`config.mk`:
```
export PLATFORM = sky130hd
export DESIGN_NAME = kmmsc_ram
export DESIGN_NICKNAME = d
export VERILOG_FILES = /design/src/rtl/core/kmmsc_ram.sv
export SDC_FILE = /design/constraint.sdc
export NUM_CORES = 1
export LEC_CHECK = 0
export BUFFER_PORTS_ARGS = -buffer_cell sky130_fd_sc_hd__buf_2
export CAP_MARGIN = 40
export CELL_PAD_IN_SITES_DETAIL_PLACEMENT = 1
export CELL_PAD_IN_SITES_GLOBAL_PLACEMENT = 2
export CORE_UTILIZATION = 54
export DETAILED_ROUTE_END_ITERATION = 16
export GPL_TIMING_DRIVEN = 0
export PLACE_DENSITY_LB_ADDON = 0.15
export SLEW_MARGIN = 20
export SYNTH_ARGS = -nofsm -noshare
export SYNTH_HDL_FRONTEND = slang
export SYNTH_SLANG_ARGS = --single-unit
```
`constraint.sdc`:
```
create_clock -name clk_i -period 5.75 [get_ports clk_i]
set_input_delay 1.15 -clock clk_i [delete_from_list [all_inputs] [get_ports clk_i]]
set_output_delay 1.15 -clock clk_i [all_outputs]
set_load 0.1 [all_outputs]
```
`src/rtl/core/kmmsc_ram.sv`:
```
// generic single-clock ram with one write port and one registered read port
module kmmsc_ram #(
  parameter int WIDTH = 8,
  parameter int DEPTH = 64,
  localparam int AddrW = (DEPTH > 1) ? $clog2(DEPTH) : 1
) (
  input  logic                   clk_i,
  input  logic                   we_i,
  input  logic [AddrW-1:0]       waddr_i,
  input  logic [WIDTH-1:0]       wdata_i,
  input  logic                   re_i,
  input  logic [AddrW-1:0]       raddr_i,
  output logic [WIDTH-1:0]       rdata_o
);

  logic [WIDTH-1:0] mem_q [DEPTH];
  logic [WIDTH-1:0] rdata_q;

  always_ff @(posedge clk_i) begin
    if (we_i) begin
      mem_q[waddr_i] <= wdata_i;
    end
    if (re_i) begin
      rdata_q <= mem_q[raddr_i];
    end
  end

  assign rdata_o = rdata_q;

endmodule

```
==> flow_metrics.py <==
metrics = {
    "detailed_routing": {
        "ant_nets": 0,
        "wl_um": 51900,
        "num_vias": 10200,
        "post_drt_wl_per_cell_um": 33.1,
        "first_iter_violations": 1038,
        "routed_via_density": 6.52,
        "firstDrtPassIters": 5,
        "drc": 0,
    },
    "power_and_ir_drop": {
        "power_frac_comb": 0.061,
        "p_leak_nw": 7.29,
        "ir_drop_mv": 0.254,
        "p_seq_frac": 0.533,
        "pwr_density_cell_nw_per_um2": 343,
        "p_clk_frac": 0.406,
        "switching_share": 0.218,
        "intPower_mw": 6.18,
        "fin_total_pwr_mw": 7.90,
        "p_sw_mw": 1.72,
    },
    "critical_path": {
        "path_delay_family": "buffers and inverters",
        "critPathKind": "in2reg",
        "startpoint": "raddr_i[1]",
        "crit_chain": "buf_4 > buf_2 > buf_4 > buf_2 > nand3b_1 > o22ai_1 > o41ai_1",
        "rr_startpoint": "mem_q[3][3]$_DFFE_PP_",
        "cp_num_cells": 7,
        "crit_path_start_kind": "input port",
        "r2r_slack_ns": 3.43,
        "critPathCaptureType": "register",
        "crit_fanout": 10,
        "worst_r2r_endpoint": "rdata_o[3]$_DFFE_PP_",
        "path_buf_inv": 4,
        "crit_required_ns": 6.03,
        "rr_worst_depth": 4,
        "crit_arrival_ns": 3.97,
        "crit_path_max_incr_delay_ns": 0.80,
        "cpMaxStageDelayCell": "o41ai_1",
        "crit_path_end": "rdata_o[3]$_DFFE_PP_",
    },
    "synthesis": {
        "ys.flop_type": "edfxtp_1",
        "synth-seq-area-share": 0.771,
        "ys_types": 39,
        "synth-edff-count": 520,
        "syn_avg_cell_area_um2": 21.5,
        "syn-cell-area_um2": 20200,
        "ys_ff_latch": 520,
        "syn_nets": 963,
        "ys_warn_count": 0,
        "synth_area_leaders": "edfxtp_1 (77%), mux4_2 (14%), nor2_1 (1.5%)",
        "async_reset_ff_frac": 0,
        "synthCells": 940,
        "synth_top_area_frac": 0.771,
        "yosysTopAreaCell": "edfxtp_1",
    },
    "final_layout": {
        "diodes": 0,
        "num-nets-final": 1085,
        "area_delta_synth_final_pct": 13.6,
        "final_layout_size_suffix_gt1_frac": 0.283,
        "fin_area_um2": 23000,
    },
    "timing": {
        "timing.final.ws_setup_ns": 2.06,
        "hold_viol": 0,
        "setup_viol": 0,
        "fin_setup_tns_ns": 0,
        "fin_crit_sh": 0.642,
        "tightestPinTransition_ns": 0.896,
        "drv_slew": 0,
        "skew_ns": 0.0219,
        "fin_crit_ns": 3.69,
        "clock.fmax_ghz": 0.271,
        "rsz0062_at_grt": "false",
        "maxSlewHeadroom": 0.401,
    },
    "die": {
        "chipHeight_um": 196,
        "row_count": 70,
        "start_util": 0.550,
        "ios": 31,
        "core-area_um2": 36800,
        "die-area_um2": 38300,
        "fp.dieW_um": 196,
    },
    "place": {
        "pre_cts_ws_ns": 1.50,
        "io_buffers": 22,
        "gp_congestion": 0.874,
        "place_area_um2": 21200,
        "dp_hpwl_um": 34500,
    },
    "grt": {
        "grtUsageMet2": 0.434,
        "grt_pass1_wl_um": 73800,
        "antenna_found_initial": 1,
        "grt_use_total": 0.281,
        "met1_usage": 0.411,
        "grt.busiest_layer": "met2",
        "grt_max_degree": 65,
        "grtUsageMet3": 0.0553,
        "grt_pass1_vias": 10400,
        "overflow": 0,
    },
    "worst_hold_path": {
        "min_path_type": "in2reg",
    },
    "clock_network": {
        "cts-resized-gates": 0,
        "numCtsBuffers": 52,
        "htreeDepth": 2,
        "clkLatencyLatePin_ns": 0.61,
        "post_cts_buffers": 0,
        "clock-root-buffer": "clkbuf_16",
        "holdBufCountCts": 0,
        "clk_pin_slew_ns": 0.06,
        "cts_tree": "built",
        "clockBufferDepth": 3,
        "clkSinkCount": 520,
    },
    "status": {
        "status": "finished, final reports clean",
    },
    "job": {
        "cap_violations": 0,
    },
}
[power by group through the flow]
stage / combinational (mW) / clock, mW / sequential, mW
final: 0.480 / 3.20 / 4.21
after global routing: 0.500 / 3.36 / 4.21
after CTS: 0.477 / 3.23 / 4.21
after detailed placement: 0.475 / 0 / 4.29
after global placement: 0.449 / 0 / 4.29
after floorplan: 0.224 / 0 / 4.33
[worst min path at each step]
stage,startpoint,to,slack (ns),depth (start not counted)
final,wdata_i[7],mem_q[50][7]$_DFFE_PP_,0.81,1
after global routing,wdata_i[7],mem_q[49][7]$_DFFE_PP_,0.81,1
after CTS,wdata_i[7],mem_q[50][7]$_DFFE_PP_,0.79,1
after detailed placement,mem_q[34][2]$_DFFE_PP_,rdata_o[2]$_DFFE_PP_,0.92,4
after global placement,mem_q[34][2]$_DFFE_PP_,rdata_o[2]$_DFFE_PP_,0.90,4
after floorplan,mem_q[34][0]$_DFFE_PP_,rdata_o[0]$_DFFE_PP_,0.80,4
[cell usage in the layout, fill, tap and decap left out, types with 3 or more instances in the layout]
| master | synthesis | layout |
|---|---|---|
| inv_6 | 0 | 3 |
| o22ai_1 | 8 | 8 |
| buf_4 | 13 | 50 |
| clkbuf_16 | 0 | 53 |
| mux2i_1 | 23 | 23 |
| nand3_1 | 13 | 13 |
| o221ai_1 | 8 | 8 |
| nand2_1 | 19 | 19 |
| a22oi_1 | 3 | 3 |
| o2bb2ai_1 | 3 | 3 |
| mux2_2 | 13 | 13 |
| bufinv_16 | 0 | 3 |
| nor2b_1 | 14 | 14 |
| buf_2 | 11 | 31 |
| nor2_1 | 83 | 83 |
| buf_1 | 4 | 4 |
| nand2b_1 | 7 | 7 |
| o2111ai_1 | 3 | 3 |
| clkinv_2 | 0 | 9 |
| buf_12 | 2 | 8 |
| a21oi_1 | 3 | 3 |
| a211oi_1 | 4 | 4 |
| nand3b_1 | 3 | 3 |
| mux4_2 | 126 | 126 |
| edfxtp_1 | 520 | 520 |
| nor3_1 | 7 | 5 |
| a221oi_1 | 6 | 6 |
| clkinv_1 | 0 | 14 |
| clkbuf_1 | 17 | 25 |
| buf_6 | 4 | 7 |
[per-stage QoR]
step / hold slack, ns / cells / utilization
after global routing: 0.813 / 1568 / 0.625
after global placement: 0.902 / 1430 / 0.569
after detailed placement: 0.924 / 1452 / 0.577
after floorplan: 0.797 / 940 / -
final: 0.810 / 1568 / 0.625
after CTS: 0.792 / 1544 / 0.620
[routing by layer]
layer	part of all wire	wire, µm
met5	0	0
met2	0.48	24700
met1	0.43	22100
met3	0.073	3810
met4	0.024	1250
[cell usage after synthesis, drive strengths merged, types with 6 or more instances]
cell type,instances
o221ai,8
mux2,13
nor2b,14
nand2,19
nor2,83
a221oi,6
edfxtp,520
nand3,13
mux2i,23
buf,34
nor3,7
clkbuf,17
nand2b,7
mux4,126
o22ai,8
[worst reg2reg max path, stage by stage, from the launching register on]
cell and delay [ns]:
edfxtp_1 0.36, mux4_2 0.52, nor2b_1 0.16, a2111oi_0 0.67, o41ai_1 0.29
[final cells by class]
class | instances | area, µm²
clock inverter | 31 | 229
tap | 468 | 586
timing repair buffer | 68 | 574
sequential | 520 | 15600
multi-input combinational | 369 | 4330
clock buffer | 61 | 1360
buffer | 51 | 317
fill | 3014 | 13800
[sequential cells by signal, indices dropped and copies added (netlist names)]
register / count
rdata_o: 8
mem_q: 512
[cells by family after synthesis]
kind of cell | count (synthesis) | synth area share
and+or+nand+nor | 153 | 0.0337
buffers and inverters | 51 | 0.0156
AOI/OAI and AO/OA | 54 | 0.0206
muxes | 162 | 0.159
DFF | 520 | 0.771
Note: power is estimated with default switching activity, not from simulation.
