[src/rtl/core/kmmsc_pkg.sv]
// package with transaction types and constants of the keyed min/max/sum/count table
package kmmsc_pkg;

  localparam int KeyW       = 6;
  localparam int SampleW    = 8;
  localparam int SumW       = 40;
  localparam int CountW     = 32;
  localparam int KeysW      = 7;
  localparam int KeyLimit   = 1 << KeyW;

  localparam int NumKeysDefault    = 64;
  localparam int SampleBitsDefault = 8;

  localparam logic ActAdd   = 1'b0;
  localparam logic ActQuery = 1'b1;

  typedef struct packed {
    logic                action;
    logic [KeyW-1:0]     key_index;
    logic [SampleW-1:0]  sample;
  } in_t;

  typedef struct packed {
    logic                entry_valid;
    logic [SampleW-1:0]  min_value;
    logic [SampleW-1:0]  max_value;
    logic [SumW-1:0]     sum_value;
    logic [CountW-1:0]   sample_count;
    logic [KeysW-1:0]    keys_in_use;
  } out_t;

endpackage

[src/rtl/core/kmmsc_agg.sv]
// aggregate update: new entry from stored entry and sample, with saturation
module kmmsc_agg #(
  parameter int SMP_W = 8
) (
  input  logic                      was_valid_i,
  input  logic [SMP_W-1:0]          sample_i,
  input  logic [SMP_W-1:0]          min_i,
  input  logic [SMP_W-1:0]          max_i,
  input  logic [kmmsc_pkg::SumW-1:0]   sum_i,
  input  logic [kmmsc_pkg::CountW-1:0] count_i,
  output logic [SMP_W-1:0]          min_o,
  output logic [SMP_W-1:0]          max_o,
  output logic [kmmsc_pkg::SumW-1:0]   sum_o,
  output logic [kmmsc_pkg::CountW-1:0] count_o
);

  logic [kmmsc_pkg::SumW:0] sum_ext;

  assign sum_ext = {1'b0, sum_i} + (kmmsc_pkg::SumW + 1)'(sample_i);

  always_comb begin
    if (!was_valid_i) begin
      min_o   = sample_i;
      max_o   = sample_i;
      sum_o   = kmmsc_pkg::SumW'(sample_i);
      count_o = kmmsc_pkg::CountW'(1);
    end else begin
      min_o   = (sample_i < min_i) ? sample_i : min_i;
      max_o   = (sample_i > max_i) ? sample_i : max_i;
      sum_o   = sum_ext[kmmsc_pkg::SumW] ? {kmmsc_pkg::SumW{1'b1}}
                                         : sum_ext[kmmsc_pkg::SumW-1:0];
      count_o = (&count_i) ? count_i : count_i + kmmsc_pkg::CountW'(1);
    end
  end

endmodule

[config.mk]
export PLATFORM = sky130hd
export DESIGN_NAME = kmmsc_agg
export DESIGN_NICKNAME = d
export VERILOG_FILES = /design/src/rtl/core/kmmsc_pkg.sv /design/src/rtl/core/kmmsc_agg.sv
export SDC_FILE = /design/constraint.sdc
export NUM_CORES = 1
export LEC_CHECK = 0
export ABC_AREA = 1
export BUFFER_PORTS_ARGS = -buffer_cell sky130_fd_sc_hd__buf_2
export CORE_MARGIN = 2
export CORE_UTILIZATION = 50
export DETAILED_ROUTE_END_ITERATION = 10
export PLACE_DENSITY = 0.81
export SLEW_MARGIN = 20
export SYNTH_ARGS = -nofsm -noshare
export SYNTH_HDL_FRONTEND = slang
export SYNTH_SLANG_ARGS = --single-unit
[constraint.sdc]
create_clock -name vclk -period 4.6
set_input_delay 1.38 -clock vclk [all_inputs]
set_output_delay 1.38 -clock vclk [all_outputs]
set_load 0.01 [all_outputs]
==> impl_metrics.tcl, run 1 <==
set metrics [dict create \
    clockBufferCount 0 \
    whs_ns 3.11 \
    grt_max_degree 35 \
    synth_cells 827 \
    drive_gt1_frac 0.276 \
    synthMostInstantiatedCell "nand2_1" \
    io_pins 185 \
    drv_cap 0 \
    crit_path_end_kind "output port" \
    critPathKind "in2out" \
    dp_slack_ns -0.00724 \
    hold_class "in2out" \
    synth_area_leaders "nand2_1, inv_1, nor2_1" \
    path_max_fanout 5 \
    drtPass1Iterations 5 \
    yosysTopAreaCell "nand2_1" \
    wl_um 14100 \
    drt-wirelength-per-cell_um 12.6 \
    slew_headroom 0.742 \
    nets 1141 \
    grt_pass1_wl_um 22800 \
    synthTopCellsByCount "nand2_1, inv_1, nor2_1" \
    avgSynthCellArea_um2 4.93 \
    vias 5754 \
    design_area_mm2 0.00525 \
    worstMarginPinSlew_ns 0.385 \
    p_per_area_mw_per_mm2 83.2 \
    die_x_um 94.3 \
    power_frac_comb 1.000 \
    p_seq_frac 0 \
    num_antenna_cells 0 \
    utilization 0.672 \
    gp_congestion 1.00 \
    hpwl_um 12100 \
    ys_types 46 \
    min_period_ns 4.50 \
    coreArea_mm2 0.00781 \
    fin_total_pwr_uw 437 \
    cp_data_required_time_ns 3.22 \
    internal-power_uw 173 \
    outcome "finished, final reports clean" \
    fp.dieH_um 94.3 \
    track_usage 0.310 \
    drc 0 \
    gr-total-overflow 0 \
    synth.top_cell.area_share 0.249 \
    synth_nets 949 \
    ys_seq_area_frac 0 \
    initial_core_util 0.522 \
    syn_area_mm2 0.00407 \
    switchingPower_uw 264 \
    yosys_warnings 0 \
    setup_viol 0 \
    ant_nets 0 \
    port_buffers 185 \
    p_clk_frac 0 \
    cts_hold_buffers 0 \
    vias_per_cell 5.14 \
    seq_cells 0 \
    core.rowCount 32 \
    drt_iter0_markers 322 \
    grt_pass1_vias 5136 \
    register_area_um2 0 \
    period_share 0.979 \
    ir_drop_mv 0.0515 \
    fmax_ghz 0.222 \
    area.growth.synth_to_final_pct 28.8 \
    worstPathArrival_ns 3.12 \
    dpl_cell_area_mm2 0.00518 \
    hold_viol 0 \
    leakagePower_uw 0.00325 \
    dieArea_mm2 0.00889 \
    switching_share 0.604 \
    drv_slew 0 \
    fill_cells 831 \
    antenna_found_initial 0 \
    timing.final.ws_setup_ns 0.0962 \
    cp-start-kind "input pin" \
    rsz0062_at_grt "yes" \
]
==> power by group through the flow <==
stage	combinational [uW]	clock [uW]	sequential (uW)
2_1_floorplan	251	0	0
3_3_place_gp	419	0	0
3_5_place_dp	422	0	0
4_1_cts	424	0	0
5_1_grt	487	0	0
6_report	437	0	0
==> critical path, stage by stage <==
cell and delay (ns):
buf_2 0.12, ha_1 0.37, nand2_1 0.15, nor2_2 0.19, nand2_1 0.07, nand2_1 0.17, nand2_1 0.07, nand2_1 0.14
nor2_1 0.05, o21ai_0 0.21, inv_1 0.06, buf_2 0.15
==> stage by stage <==
step                      TNS (ns)  cells
after CTS                        0   1118
after global routing       -0.0502   1119
after global placement           0   1118
final                            0   1119
after detailed placement  -0.00825   1118
after floorplan                  0    827
==> layout make-up <==
cell class	count	area, um^2	share of cell area
tap	102	128	0.0243
timing repair buffer	208	1110	0.212
multi-input combinational	664	3460	0.659
inverter	145	546	0.104
==> cells by family (layout without fill, tap and decap cells) <==
group	after synthesis	count (layout)	share of synthesized area
buf+inv	163	353	0.166
simple gates	552	552	0.608
fa+ha+maj	25	25	0.0786
xor+xnor	22	22	0.0473
compound gates	65	65	0.100
==> path summary, 6_finish.rpt <==
kind | cells after the start | slack (ns) | end | startpoint
worst max-delay path | 12 | 0.1 | sum_o[15] | sample_i[3]
worst min-delay path | 4 | 3.11 | max_o[0] | max_i[0]
==> timing repair <==
action / 4_1_cts / 5_1_grt
gates resized for setup: 1 / 19
setup buffers: 0 / 1
setup endpoints to repair: 2 / 42
pin swaps: 0 / 1
==> layer usage <==
layer / vias up / track usage / part of all wire
met5: - / 0 / 0
met2: 268 / 0.568 / 0.47
met3: 37 / 0.0289 / 0.083
met1: 2467 / 0.382 / 0.41
met4: 0 / 0.0882 / 0.031
li1: 2982 / - / -
==> layout by cell type (no fill, tap or decap), drive strengths merged <==
| cell | Yosys | routed |
|---|---|---|
| nand2 | 282 | 282 |
| buf | 13 | 208 |
| inv | 144 | 144 |
| nor2 | 125 | 125 |
| nand3 | 95 | 95 |
| o21ai | 31 | 31 |
| ha | 24 | 24 |
| nand4 | 20 | 20 |
| a21oi | 19 | 19 |
| nor3 | 15 | 15 |
| xnor2 | 12 | 12 |
| xor2 | 10 | 10 |
| a31oi | 9 | 9 |
| or2 | 8 | 8 |
| nand3b | 6 | 6 |
| a22oi | 1 | 1 |
| a211oi | 1 | 1 |
| o21a | 1 | 1 |
| a21boi | 1 | 1 |
| clkinv | 1 | 1 |
| and2 | 1 | 1 |
| a21o | 1 | 1 |
| o21bai | 1 | 1 |
| fa | 1 | 1 |
Note: power is estimated with default switching activity, not from simulation.
==> inputs of run 2 (changes only) <==
--- a/config.mk
+++ b/config.mk
@@ -6,11 +6,12 @@
 export NUM_CORES = 1
 export LEC_CHECK = 0
 export ABC_AREA = 1
-export BUFFER_PORTS_ARGS = -buffer_cell sky130_fd_sc_hd__buf_2
 export CORE_MARGIN = 2
-export CORE_UTILIZATION = 50
+export CORE_UTILIZATION = 65
 export DETAILED_ROUTE_END_ITERATION = 10
-export PLACE_DENSITY = 0.81
+export DONT_BUFFER_PORTS = 1
+export PLACE_DENSITY = 0.78
+export SETUP_SLACK_MARGIN = 0.2
 export SLEW_MARGIN = 20
 export SYNTH_ARGS = -nofsm -noshare
 export SYNTH_HDL_FRONTEND = slang
==> impl_metrics.tcl, run 2 (synthesized netlist as in run 1, its figures left out) <==
set metrics [dict create \
    fmax_ghz 0.229 \
    core.rowCount 28 \
    drv_cap 0 \
    final_cell_count_no_fill 901 \
    initial_core_util 0.680 \
    cp-start-kind "input pin" \
    worstMarginPinSlew_ns 0.826 \
    fin_total_pwr_uw 309 \
    hold_viol 0 \
    grt_pass1_wl_um 21600 \
    slew_headroom 0.449 \
    hold_class "in2out" \
    cp_data_required_time_ns 3.22 \
    area.growth.synth_to_final_pct 4.27 \
    drtPass1Iterations 5 \
    final_cell_mix "nand2_1, inv_1, nor2_1" \
    outcome "finished, final reports clean" \
    place_inst 895 \
    wl_um 13700 \
    p_per_area_mw_per_mm2 72.8 \
    period_share 0.950 \
    path_max_fanout 8 \
    io_pins 185 \
    min_period_ns 4.37 \
    hpwl_um 11200 \
    num_antenna_cells 0 \
    vias_per_cell 5.93 \
    die_x_um 83.2 \
    port_buffers 0 \
    grt_max_degree 65 \
    grt_pass1_vias 4660 \
    worstPathArrival_ns 2.99 \
    crit_path_end_kind "output port" \
    antenna_found_initial 0 \
    seq_cells 0 \
    track_usage 0.359 \
    nets 950 \
    drc 0 \
    min_from "was_valid_i" \
    gr-total-overflow 0 \
    critPathKind "in2out" \
    fin_setup_tns_ns 0 \
    whs_endpoint "count_o[18]" \
    whs_ns 2.87 \
    drive_gt1_frac 0.103 \
    setup_viol 0 \
    register_area_um2 0 \
    vias 5344 \
    dieArea_mm2 0.00692 \
    whs_path_depth 2 \
    coreArea_mm2 0.00599 \
    final_common_cell "nand2_1" \
    drt_iter0_markers 460 \
    rsz0062_at_grt "yes" \
    clockBufferCount 0 \
    gp_congestion 1.03 \
    ir_drop_mv 0.0692 \
    drv_slew 0 \
    drt-wirelength-per-cell_um 15.2 \
    ant_nets 0 \
    fp.dieH_um 83.2 \
    leakagePower_uw 0.00245 \
]
## run 2: timing repair
item                       CTS  global route
setup buffers                2             4
setup endpoints to repair   31            36
pin swaps                    1             3
resized for setup            2            19
hold buffers                 0             0
## run 2: metal layers
layer	global-route usage	wire length [um]
met2	0.619	6200
met3	0.0457	1650
met5	0	0
met1	0.482	5510
met4	0.0671	318
## run 2: stage by stage
stage,instance area [um^2],worst slack [ns],utilization
after floorplan,4070,0.309,-
after global placement,4130,0.142,0.690
after detailed placement,4130,0.0488,0.690
after CTS,4150,0.179,0.693
after global routing,4250,0.164,0.709
final,4250,0.229,0.709
## run 2: worst max path at each step
stage                            from   endpoint  depth (start not counted)
final                     sample_i[7]   sum_o[7]                         11
after global routing      sample_i[0]   sum_o[6]                         10
after CTS                 sample_i[0]  sum_o[15]                         11
after detailed placement  sample_i[0]  sum_o[15]                         11
after global placement    sample_i[0]  sum_o[15]                         11
after floorplan           sample_i[0]  sum_o[22]                         11
## run 2: critical path: stages
cell,delay [ns]
ha_1,0.37
nand2_2,0.12
inv_1,0.09
nand2_2,0.07
nand2_1,0.11
nand2_2,0.08
nand2_4,0.11
nand4_4,0.16
buf_6,0.20
a31oi_1,0.15
buf_4,0.15
## run 2: power by group
group	total, uW	internal [uW]	switching (uW)
combinational	309	109	200
clock	0	0	0
sequential	0	0	0
## run 2: area by class of cell
| type | instances | area, um^2 |
|---|---|---|
| repair buffers | 17 | 148 |
| inverters | 145 | 546 |
| fillers | 573 | 1740 |
| well taps | 75 | 93.8 |
| multi-input cells | 664 | 3460 |
